<file path="src/hdl/control_code_diff_tokenizer_macros.svh">
// assertion macros for the control code diff tokenizer
// used by the top level only; expects clk and rst in scope
`ifndef CONTROL_CODE_DIFF_TOKENIZER_MACROS_SVH
`define CONTROL_CODE_DIFF_TOKENIZER_MACROS_SVH

// implication within the same cycle
`define CCDT_ASSERT_SAME(lbl, ante, cons, msg) \
  lbl: assert property (@(posedge clk) disable iff (rst) (ante) |-> (cons)) else $error(msg);

// implication checked in the next cycle
`define CCDT_ASSERT_NEXT(lbl, ante, cons, msg) \
  lbl: assert property (@(posedge clk) disable iff (rst) (ante) |=> (cons)) else $error(msg);

`endif

</file>
<file path="src/hdl/ccdt_pkg.sv">
// types and constants for the control code diff tokenizer
// no dependencies
`default_nettype none

package ccdt_pkg;

  localparam logic [7:0] CC_EOT   = 8'h04;
  localparam logic [7:0] CC_DLE   = 8'h10;
  localparam logic [7:0] CC_SUB   = 8'h1A;
  localparam logic [7:0] CC_FS    = 8'h1C;
  localparam logic [7:0] CC_GS    = 8'h1D;
  localparam logic [7:0] CC_US    = 8'h1F;
  localparam logic [7:0] PATH_MIN = 8'h20;

  localparam logic [2:0] EV_FILE    = 3'd0;
  localparam logic [2:0] EV_PATH    = 3'd1;
  localparam logic [2:0] EV_SECTION = 3'd2;
  localparam logic [2:0] EV_SPAN    = 3'd3;
  localparam logic [2:0] EV_ANCHOR  = 3'd4;
  localparam logic [2:0] EV_OLD     = 3'd5;
  localparam logic [2:0] EV_NEW     = 3'd6;
  localparam logic [2:0] EV_DONE    = 3'd7;

  localparam logic [1:0] MODE_IDLE = 2'd0;
  localparam logic [1:0] MODE_PATH = 2'd1;
  localparam logic [1:0] MODE_BODY = 2'd2;
  localparam logic [1:0] MODE_SECT = 2'd3;

  typedef struct packed {
    logic [1:0] mode;
    logic       esc;
    logic       started;
    logic       sub;
    logic       fin;
  } parse_state_t;

  typedef struct packed {
    logic [2:0] kind;
    logic [7:0] data;
  } event_t;

  typedef struct packed {
    logic [1:0]   count;
    event_t       first;
    event_t       second;
    parse_state_t state_next;
  } step_t;

endpackage

`default_nettype wire

</file>
<file path="src/hdl/ccdt_decode.sv">
// per-byte decode: next parse state and up to two events for one transaction
// depends on ccdt_pkg
`default_nettype none

module ccdt_decode (
  input  wire ccdt_pkg::parse_state_t state,
  input  wire logic [7:0]             byte_value,
  input  wire logic                   end_mark,
  output      ccdt_pkg::step_t        step
);
  import ccdt_pkg::*;

  parse_state_t st;
  logic         pre_v;
  logic [2:0]   pre_k;
  logic         main_v;
  logic [2:0]   main_k;
  logic [7:0]   main_b;
  logic         do_body;
  logic         do_close;

  always_comb begin
    st       = state;
    pre_v    = 1'b0;
    pre_k    = EV_ANCHOR;
    main_v   = 1'b0;
    main_k   = EV_DONE;
    main_b   = 8'h00;
    do_body  = 1'b0;
    do_close = 1'b0;

    if (end_mark) begin
      if (!state.fin) begin
        do_close = (state.mode == MODE_SECT);
        main_v   = 1'b1;
        main_k   = EV_DONE;
      end
    end else if (!state.fin) begin
      unique case (state.mode)
        MODE_IDLE: begin
          if (byte_value == CC_FS || byte_value == CC_EOT) begin
            do_body = 1'b1;
          end
        end
        MODE_PATH: begin
          if (byte_value >= PATH_MIN) begin
            main_v = 1'b1;
            main_k = EV_PATH;
            main_b = byte_value;
          end else begin
            st.mode = MODE_BODY;
            do_body = 1'b1;
          end
        end
        MODE_BODY: begin
          do_body = 1'b1;
        end
        MODE_SECT: begin
          priority if (state.esc) begin
            st.esc = 1'b0;
            main_v = 1'b1;
            main_k = EV_SPAN;
            main_b = byte_value;
          end else if (byte_value == CC_GS || byte_value == CC_FS ||
                       byte_value == CC_EOT) begin
            do_close = 1'b1;
            do_body  = 1'b1;
          end else if (byte_value == CC_US) begin
            do_close = 1'b1;
          end else if (byte_value == CC_SUB) begin
            if (state.started) begin
              main_v = 1'b1;
              main_k = EV_OLD;
              st.sub = 1'b1;
            end
            st.started = 1'b0;
          end else if (byte_value == CC_DLE) begin
            st.started = 1'b1;
            st.esc     = 1'b1;
          end else begin
            st.started = 1'b1;
            main_v     = 1'b1;
            main_k     = EV_SPAN;
            main_b     = byte_value;
          end
        end
      endcase
    end

    // close an open span ahead of the main event
    if (do_close) begin
      if (st.started) begin
        pre_v = 1'b1;
        if (st.sub) begin
          pre_k  = EV_NEW;
          st.sub = 1'b0;
        end else begin
          pre_k = EV_ANCHOR;
        end
      end
      st.started = 1'b0;
      st.esc     = 1'b0;
    end

    if (do_body) begin
      priority if (byte_value == CC_FS) begin
        main_v  = 1'b1;
        main_k  = EV_FILE;
        st.mode = MODE_PATH;
        st.sub  = 1'b0;
      end else if (byte_value == CC_GS && st.mode != MODE_IDLE) begin
        main_v     = 1'b1;
        main_k     = EV_SECTION;
        st.mode    = MODE_SECT;
        st.sub     = 1'b0;
        st.started = 1'b0;
        st.esc     = 1'b0;
      end else if (byte_value == CC_EOT) begin
        main_v = 1'b1;
        main_k = EV_DONE;
        st.fin = 1'b1;
      end else begin
        main_v = 1'b0;
      end
    end

    // end of buffer always returns to idle
    if (end_mark) begin
      st = '0;
    end

    step.state_next = st;
    step.count      = {1'b0, pre_v} + {1'b0, main_v};
    if (pre_v) begin
      step.first  = '{kind: pre_k, data: 8'h00};
      step.second = '{kind: main_k, data: main_b};
    end else begin
      step.first  = '{kind: main_k, data: main_b};
      step.second = '{kind: main_k, data: main_b};
    end
  end

endmodule

`default_nettype wire

</file>
<file path="src/hdl/control_code_diff_tokenizer.sv">
// top level of the control code diff tokenizer: parse state and result buffer
// depends on ccdt_pkg, ccdt_decode and control_code_diff_tokenizer_macros.svh
//
//  channel | handshake           | payload
//  --------+---------------------+-------------------------------------
//  input   | in_valid / in_ready | byte_value, end_mark
//  output  | out_valid/out_ready | event_kind, data_byte, last_of_run
//
// one byte per cycle while in_ready is high; its events are registered and appear the next cycle
// a byte that yields two events holds the result buffer until both events have left
// in_ready is high when the buffer is empty or its last event leaves this cycle
// rst clears the parse state and empties the buffer
// output stalls back up into in_ready only, never into the parse state
`default_nettype none

`include "control_code_diff_tokenizer_macros.svh"

module control_code_diff_tokenizer (
  input  wire logic       clk,
  input  wire logic       rst,
  input  wire logic       in_valid,
  output      logic       in_ready,
  input  wire logic [7:0] byte_value,
  input  wire logic       end_mark,
  output      logic       out_valid,
  input  wire logic       out_ready,
  output      logic [2:0] event_kind,
  output      logic [7:0] data_byte,
  output      logic       last_of_run
);
  import ccdt_pkg::*;

  parse_state_t state;
  step_t        step;
  event_t       slot0;
  event_t       slot1;
  logic         slot0_last;
  logic [1:0]   cnt;
  logic         accept;
  logic         pop;

  ccdt_decode u_decode (
    .state      (state),
    .byte_value (byte_value),
    .end_mark   (end_mark),
    .step       (step)
  );

  assign out_valid   = (cnt != 2'd0);
  assign pop         = out_valid && out_ready;
  assign in_ready    = (cnt == 2'd0) || (cnt == 2'd1 && out_ready);
  assign accept      = in_valid && in_ready;
  assign event_kind  = slot0.kind;
  assign data_byte   = slot0.data;
  assign last_of_run = slot0_last;

  always_ff @(posedge clk) begin
    if (rst) begin
      state <= '0;
    end else if (accept) begin
      state <= step.state_next;
    end
  end

  always_ff @(posedge clk) begin
    if (rst) begin
      cnt <= 2'd0;
    end else if (accept) begin
      cnt <= step.count;
    end else if (pop) begin
      cnt <= cnt - 2'd1;
    end
  end

  always_ff @(posedge clk) begin
    if (accept) begin
      slot0      <= step.first;
      slot1      <= step.second;
      slot0_last <= (step.count == 2'd1);
    end else if (pop && cnt == 2'd2) begin
      slot0      <= slot1;
      slot0_last <= 1'b1;
    end
  end

  // transaction with a follower must have it buffered
  `CCDT_ASSERT_SAME(a_pair_held, out_valid && !last_of_run, cnt == 2'd2,
    "non-final event without its follower")
  // end of buffer always leaves idle, unfinished state
  `CCDT_ASSERT_NEXT(a_end_idle, accept && end_mark,
    state.mode == MODE_IDLE && !state.fin && !state.sub,
    "end of buffer did not return to idle")
  // only path and span events carry a byte
  `CCDT_ASSERT_SAME(a_data_zero,
    out_valid && event_kind != EV_PATH && event_kind != EV_SPAN, data_byte == 8'h00,
    "control event carries data")

endmodule

`default_nettype wire

</file>
<file path="config.mk">
export PLATFORM = sky130hd
export DESIGN_NAME = control_code_diff_tokenizer
export DESIGN_NICKNAME = d
export VERILOG_FILES = /design/src/hdl/ccdt_pkg.sv /design/src/hdl/ccdt_decode.sv /design/src/hdl/control_code_diff_tokenizer.sv
export VERILOG_INCLUDE_DIRS = /design/src /design/src/hdl
export SDC_FILE = /design/constraint.sdc
export NUM_CORES = 1
export LEC_CHECK = 0
export BUFFER_PORTS_ARGS = -buffer_cell sky130_fd_sc_hd__buf_2
export CELL_PAD_IN_SITES_DETAIL_PLACEMENT = 0
export CELL_PAD_IN_SITES_GLOBAL_PLACEMENT = 2
export CORE_UTILIZATION = 37
export CTS_CLUSTER_SIZE = 30
export DETAILED_ROUTE_END_ITERATION = 6
export GPL_TIMING_DRIVEN = 1
export PLACE_DENSITY_LB_ADDON = 0.1
export SLEW_MARGIN = 20
export SYNTH_ARGS = -nofsm -noshare
export SYNTH_HDL_FRONTEND = slang
export SYNTH_HIERARCHICAL = 1
export SYNTH_SLANG_ARGS = --single-unit
</file>
<file path="constraint.sdc">
create_clock -name clk -period 2.2 [get_ports clk]
set_input_delay 0 -clock clk [delete_from_list [all_inputs] [get_ports clk]]
set_output_delay 0 -clock clk [all_outputs]
set_load 0.02 [all_outputs]
</file>
After elaboration in Yosys (flattened, before gate mapping)
Index checks and enable logic that the tools add are counted.
- register bits after elaboration: 31
- input bits: 13
- output and inout port bits: 14
- word-level logic and storage cells: 135
- $add $sub $neg: 2
- order comparisons: 1
- equal/unequal tests: 14
- muxes and demuxes: 89
- reductions and logical operators: 18
- operators with widths (operator ; number):
    $mux W8 ; 8
    $mux W3 ; 18
    $mux W1 ; 42
    $eq A8 B5 Y1 const B ; 5
    $mux W11 ; 2
    $mux W22 ; 1
    $mux W2 ; 9
    $pmux W8 S2 ; 1
    $mux W5 ; 3
    $mux W6 ; 2
    $reduce_bool A2 Y1 ; 6
    $eq A8 B3 Y1 const B ; 1
    $ge A8 B6 Y1 const B ; 1
    $eq A2 B1 Y1 const B ; 3
    $eq A2 B2 Y1 const B ; 3
    $pmux W3 S2 ; 1
    $logic_and A1 B1 Y1 ; 5
    $reduce_and A5 Y1 ; 1
    $logic_not A2 Y1 ; 2
    $logic_or A1 B1 Y1 ; 4
    $ne A2 B2 Y1 const B ; 2
    $pmux W1 S4 ; 1
    $add A1 B1 Y2 ; 1
    $pmux W1 S2 ; 1
    $sub A2 B1 Y2 const B ; 1

Depth between registers and ports, before layout
Gate-level depths: netlist (run 1).
- depth in word-level cells: 17
- depth in mapped cells: 10
- gate-level depth less buffers: 9

Hierarchy
The synthesis (run 1) kept the hierarchy.
- by module, submodules not included (module ; instances ; cells each ; area an instance (µm²) ; seq. area each (µm²)):
    control_code_diff_tokenizer ; 1 ; 87 ; 1311.3 ; 850.8
    ccdt_decode ; 1 ; 95 ; 634.4 ; 0.0

Least setup slack after synthesis (run 1)
Ideal clock, no wire load.
- kind: flip-flop to flip-flop
- start: register state[0] (netlist name)
- end: register slot0_last (netlist: last_of_run), data pin
- arrival: 1.738 ns
- data required time: 1.928 ns
- setup slack: 0.190 ns
- cell stages (with the launch flop): 9
- clock period less this slack: 2.010 ns
- cells stage by stage: dfxtp_1 -> nand4bb_1 -> or2_4 -> nor4_4 -> inv_2 -> o311ai_1 -> ha_1 -> inv_1 -> o21ai_0
- RTL lines (item ; RTL line ; source):
    end signal, assigned ; control_code_diff_tokenizer.sv:79 ; slot0_last <= (step.count == 2'd1);
    end, declared ; control_code_diff_tokenizer.sv:37 ; logic slot0_last;

==> results of run 1 <==
layer usage:
layer	vias to the layer above	wire (um)	global-route usage
li1	776	-	-
met1	776	2100	0.233
met2	33	2250	0.298
met3	8	152	0.0420
met4	0	81	0.0776
met5	-	0	0
cell families (layout without fill, tap and decap cells):
logic type / after synthesis / count (layout)
buf+inv: 19 / 60
compound gates: 35 / 35
simple gates: 78 / 78
xor+xnor: 3 / 3
mux: 12 / 12
flops: 31 / 31
fa+ha+maj: 4 / 4
through the flow:
stage | cells | power, W
after floorplan | 182 | 0.000925
after global placement | 285 | 0.00101
after detailed placement | 285 | 0.00101
after CTS | 293 | 0.00157
after global routing | 293 | 0.00162
final | 293 | 0.00155
sequential cells by signal, summed over array words and instances, names as in the netlist:
register	flops
slot1	11
data_byte	8
state	6
event_kind	3
cnt	2
last_of_run	1
worst max-delay path, stage by stage (launching register included):
cell      delay, ps
dfxtp_1         380
or4_4           580
a21oi_1         210
o311ai_2        110
ha_2            330
inv_1            40
a31o_2          220
a21oi_1         110
power breakdown:
part | internal (W) | leakage [nW] | total, W | switching (W)
sequential | 0.000685 | 0.274 | 0.000698 | 0.0000135
clock | 0.000331 | 0.0556 | 0.000546 | 0.000214
combinational | 0.000119 | 0.564 | 0.000307 | 0.000188
cell usage after synthesis (2+ instances only):
library cell | number | area (um2)
nor3b_1 | 5 | 37.5
or4_1 | 2 | 15.0
nor2_1 | 9 | 33.8
xnor2_1 | 2 | 17.5
inv_1 | 6 | 22.5
a21oi_1 | 5 | 25.0
o21a_1 | 2 | 15.0
buf_6 | 3 | 33.8
a221oi_1 | 2 | 17.5
nand4b_1 | 7 | 61.3
mux2_4 | 7 | 105
nand3_1 | 4 | 20.0
nand2b_1 | 6 | 37.5
dfxtp_1 | 8 | 160
nor3_1 | 6 | 30.0
nor4b_1 | 2 | 17.5
clkbuf_1 | 5 | 18.8
and3_2 | 2 | 15.0
inv_2 | 2 | 7.51
o21bai_1 | 2 | 15.0
edfxtp_1 | 23 | 691
nand3b_1 | 2 | 15.0
o21ai_0 | 10 | 50.1
nor4_1 | 4 | 25.0
ha_1 | 4 | 50.1
mux2_2 | 4 | 45.0
and2_1 | 7 | 43.8
and3_1 | 6 | 37.5
nand2_1 | 6 | 22.5
final cells by class:
type	instances	area [um2]	area share
clock buffers	5	68.8	0.0288
clock inverters	3	38.8	0.0162
inverters	8	30.0	0.0126
multi-input cells	132	1050	0.438
flip-flops and latches	31	852	0.357
well taps	70	87.6	0.0366
repair buffers	44	265	0.111
worst max-delay path by stage:
stage                                      from                         to  slack [ps]  cells past startpoint
after floorplan           state[0]$_SDFFE_PP0P_  last_of_run$_SDFFCE_PN1P_         190                      8
after global placement            byte_value[5]        cnt[1]$_SDFFE_PP0P_          50                      9
after detailed placement          byte_value[5]        cnt[1]$_SDFFE_PP0P_          30                      9
after CTS                 state[0]$_SDFFE_PP0P_  last_of_run$_SDFFCE_PN1P_          90                      8
after global routing      state[0]$_SDFFE_PP0P_  last_of_run$_SDFFCE_PN1P_          60                      8
final                     state[5]$_SDFFE_PP0P_        cnt[0]$_SDFFE_PP0P_         130                      7
==> flow_summary_export.csv, run 1 <==
group,metric,value,unit
hold_path,holdPathStages,2,
power,peakVddDrop,0.000256,V
grt,gr-total-overflow,0,
final_layout,drive_above_1_share,0.363,
logic_synthesis,synth_compound_area_frac,0.125,
clock_tree,postCtsSetupBuffers,0,
setup_path,crit_required,2410,ps
clock_tree,clock_path_buffers,2,
floorplanning,initial_utilization,0.383,
detailed_routing,viasPerCell,5.44,
floorplanning,die_x,74.5,um
clock_tree,numCtsBuffers,5,
setup_path,start_kind,"register",
outcome,status,"finished clean",
setup_path,crit_path_end_kind,"register",
final_layout,nets,239,
logic_synthesis,ys_warn_count,6,
floorplanning,ioPinCount,27,
logic_synthesis,synth.avg_cell_area,10.7,um2
grt,antenna_found_initial,0,
sta,clock_skew,11.4,ps
detailed_routing,drcViolationCount,0,
logic_synthesis,synth-simple-area-share,0.265,
setup_path,setup.worst_path.class,"register to register",
sta,worst_hold_slack,9.84,ps
setup_path,rr_worst_depth,7,
clock_tree,cts_sinks,31,
setup_path,r2r-end,"cnt[0]$_SDFFE_PP0P_",
clock_tree,cts-htree-levels,2,
setup_path,rr_startpoint,"state[5]$_SDFFE_PP0P_",
sta,rsz0062_at_grt,"no",
logic_synthesis,ys_seq_elements,31,
final_layout,nFillCells,492,
detailed_routing,drt-wirelength-per-cell,15.6,um
detailed_routing,vias,1593,
hold_path,holdPathEnd,"cnt[1]$_SDFFE_PP0P_",
clock_tree,hold_buffers,0,
sta,slew_viol_final,0,
logic_synthesis,synth-xor-area-share,0.0135,
logic_synthesis,ys_seq_area_frac,0.437,
sta,finalHoldViolations,0,
sta,finalSetupViolations,0,
sta,setup_tns,0,ps
grt,track_usage,0.183,
detailed_routing,first_pass_iters,4,
floorplanning,rows,26,
power,leakagePower,0.894,nW
clock_tree,cts_resized,0,
grt,grt_pass1_vias,1508,
logic_synthesis,ys.flop_type,"edfxtp_1",
logic_synthesis,syn_area,0.00195,mm2
sta,worstMarginPinSlew,440,ps
detailed_routing,drt_first_iter_violations,84,
hold_path,hold_start,"rst",
grt,grt_max_degree,17,
logic_synthesis,synth_adder_area_share,0.0257,
grt,grt_pass1_wl,7430,um
sta,setup_ws,131,ps
placed_design,io_buffer_count,26,
run,maxCapViolations,0,
sta,maxSlewHeadroom,0.704,
clock_tree,path_clk_slew,70,ps
floorplanning,die_area,0.00555,mm2
logic_synthesis,synth_fp_nets,199,
setup_path,crit_arrival,2280,ps
hold_path,hold_path_class,"primary input to register",
detailed_routing,detail-route-antenna-nets,0,
final_layout,syn2layout_area_growth,22.8,%
placed_design,place.gp.congestion,0.856,
placed_design,dpl.hpwl,3440,um
power,power_density,649,mW/mm2
floorplanning,die_y,74.5,um
sta,period_share,0.940,
clock_tree,cts_tree,"built",
sta,period_needed,2070,ps
final_layout,postLayoutCoreUtil,0.471,
placed_design,place_area,0.00223,mm2
logic_synthesis,synthArstFlopShare,0,
logic_synthesis,synth_cell_types,58,
clock_tree,cts-root-buf,"clkbuf_8",
setup_path,worstPathMaxFanout,5,
detailed_routing,drt-total-wl,4580,um
logic_synthesis,syn_inst,182,
sta,fmax,483,MHz
final_layout,mostFrequentLayoutCells,"buf_2, edfxtp_1, buf_4",
clock_tree,clock_latency,290,ps
logic_synthesis,synth_top_family_by_area,"simple AND/OR/NAND/NOR gates",
final_layout,antenna_cells,0,
final_layout,design_area,0.00239,mm2
final_layout,final_common_cell,"buf_2",
logic_synthesis,synth_edf_count,23,
placed_design,dp_slack,29.2,ps
setup_path,rrSetupSlack,130,ps
floorplanning,core,0.00507,mm2
logic_synthesis,muxShareOfSynthArea,0.0823,
(Power assumes the default switching activity.)
==> inputs of run 2 (changes only) <==
--- a/config.mk
+++ b/config.mk
@@ -9,11 +9,13 @@
 export BUFFER_PORTS_ARGS = -buffer_cell sky130_fd_sc_hd__buf_2
 export CELL_PAD_IN_SITES_DETAIL_PLACEMENT = 0
 export CELL_PAD_IN_SITES_GLOBAL_PLACEMENT = 2
+export CORE_ASPECT_RATIO = 2
 export CORE_UTILIZATION = 37
 export CTS_CLUSTER_SIZE = 30
 export DETAILED_ROUTE_END_ITERATION = 6
 export GPL_TIMING_DRIVEN = 1
 export PLACE_DENSITY_LB_ADDON = 0.1
+export SKIP_CTS_REPAIR_TIMING = 1
 export SLEW_MARGIN = 20
 export SYNTH_ARGS = -nofsm -noshare
 export SYNTH_HDL_FRONTEND = slang
==> flow_summary_export.csv, run 2 (same netlist as run 1, synthesis figures left out) <==
group,metric,value,unit
outcome,status,"finished clean",
setup_path,worstPathMaxFanout,9,
sta,finalSetupViolations,0,
floorplanning,die_area,0.00557,mm2
setup_path,crit_required,2220,ps
hold_path,hold_start,"rst",
placed_design,dp.cells,273,
floorplanning,die_y,105,um
clock_tree,cts-root-buf,"clkbuf_8",
sta,period_needed,2060,ps
sta,fmax,485,MHz
placed_design,place.gp.congestion,0.909,
detailed_routing,drcViolationCount,0,
final_layout,fin_cells,281,
sta,clock_skew,3.43,ps
final_layout,largest-register,"slot1",
floorplanning,core,0.00509,mm2
placed_design,dpl.hpwl,3670,um
grt,antenna_found_initial,0,
sta,worstMarginPinSlew,506,ps
detailed_routing,first_pass_iters,4,
detailed_routing,detail-route-antenna-nets,0,
grt,grt_pass1_wl,8050,um
floorplanning,rows,37,
detailed_routing,drt-total-wl,4780,um
detailed_routing,vias,1594,
setup_path,setup.worst_path.class,"register to register",
clock_tree,clock_path_buffers,2,
hold_path,hold_path_class,"primary input to register",
sta,rsz0062_at_grt,"no",
sta,slew_viol_final,0,
sta,period_share,0.936,
power,peakVddDrop,0.000385,V
detailed_routing,viasPerCell,5.67,
placed_design,dp_slack,-51.3,ps
clock_tree,cts_sinks,31,
power,power_density,619,mW/mm2
final_layout,mostFrequentLayoutCells,"buf_2, edfxtp_1, buf_4",
grt,grt_max_degree,17,
final_layout,drive_above_1_share,0.345,
clock_tree,cts-htree-levels,2,
floorplanning,initial_utilization,0.382,
detailed_routing,drt-wirelength-per-cell,17.0,um
setup_path,crit_path_end_kind,"register",
setup_path,crit_arrival,2080,ps
final_layout,nFillCells,514,
sta,setup_ws,140,ps
setup_path,start_kind,"register",
final_layout,nets,239,
detailed_routing,drt_first_iter_violations,42,
grt,grt_pass1_vias,1669,
final_layout,syn2layout_area_growth,20.5,%
final_layout,antenna_cells,0,
setup_path,rr_startpoint,"state[5]$_SDFFE_PP0P_",
placed_design,io_buffer_count,26,
sta,maxSlewHeadroom,0.660,
grt,track_usage,0.200,
floorplanning,die_x,53.3,um
final_layout,largest_reg_flops,11,
power,leakagePower,0.877,nW
floorplanning,ioPinCount,27,
clock_tree,clock_latency,280,ps
clock_tree,path_clk_slew,60,ps
final_layout,final_common_cell,"buf_2",
run,maxCapViolations,0,
sta,setup_tns,0,ps
clock_tree,cts_tree,"built",
clock_tree,numCtsBuffers,5,
grt,gr-total-overflow,0,
setup_path,cp-startpoint,"state[5]$_SDFFE_PP0P_",
sta,finalHoldViolations,0,
[run 2: cell count changes in the layout (fill, tap and decap cells not counted), sizes merged]
cell / previous run / this run
bufinv: 1 / 0
clkbuf: 5 / 7
clkinv: 2 / 1
[run 2: path summary, 6_finish.rpt]
check / cells after the start / slack (ps) / end
setup / recovery: 8 / 140 / last_of_run$_SDFFCE_PN1P_
hold / removal: 2 / 30 / cnt[1]$_SDFFE_PP0P_
setup reg to reg: 8 / 140 / last_of_run$_SDFFCE_PN1P_
hold reg to reg: 2 / 500 / state[1]$_SDFFE_PP0P_
[run 2: area by class of cell]
class / instances / area (um2) / share of cell area
Clock buffer: 7 / 86.3 / 0.0368
Multi-Input combinational cell: 132 / 1030 / 0.441
Tap cell: 58 / 72.6 / 0.0309
Clock inverter: 1 / 3.75 / 0.00160
Timing Repair Buffer: 44 / 265 / 0.113
Inverter: 8 / 30.0 / 0.0128
Sequential cell: 31 / 852 / 0.363
[run 2: per-layer routing]
layer  part of all wire  GRT usage  up-vias
li1                   -          -      778
met3              0.029     0.0335       13
met1               0.39      0.214      768
met4              0.039      0.115        0
met5                  0          0        -
met2               0.55      0.345       35
[run 2: report_power, final]
part           total, W  switching, W  internal (W)
clock network  0.000446      0.000196      0.000250
registers      0.000698     0.0000127      0.000685
logic          0.000307      0.000190      0.000117
total           0.00145      0.000399       0.00105
[run 2: metrics by stage]
stage          hold slack [ps]  power [W]  area (um2)   util
2_1_floorplan              162   0.000925        1950      -
3_3_place_gp               309    0.00101        2210  0.435
3_5_place_dp               310    0.00101        2210  0.435
4_1_cts                   15.1    0.00146        2300  0.453
5_1_grt                   26.5    0.00152        2340  0.460
6_report                  25.5    0.00145        2340  0.460
[run 2: critical path: stages, from the launching register on]
cell	delay [ps]
dfxtp_1	340
buf_4	180
nand3_1	100
nand3_1	100
or4_1	470
o311ai_1	120
ha_2	340
inv_1	70
o21ai_0	80
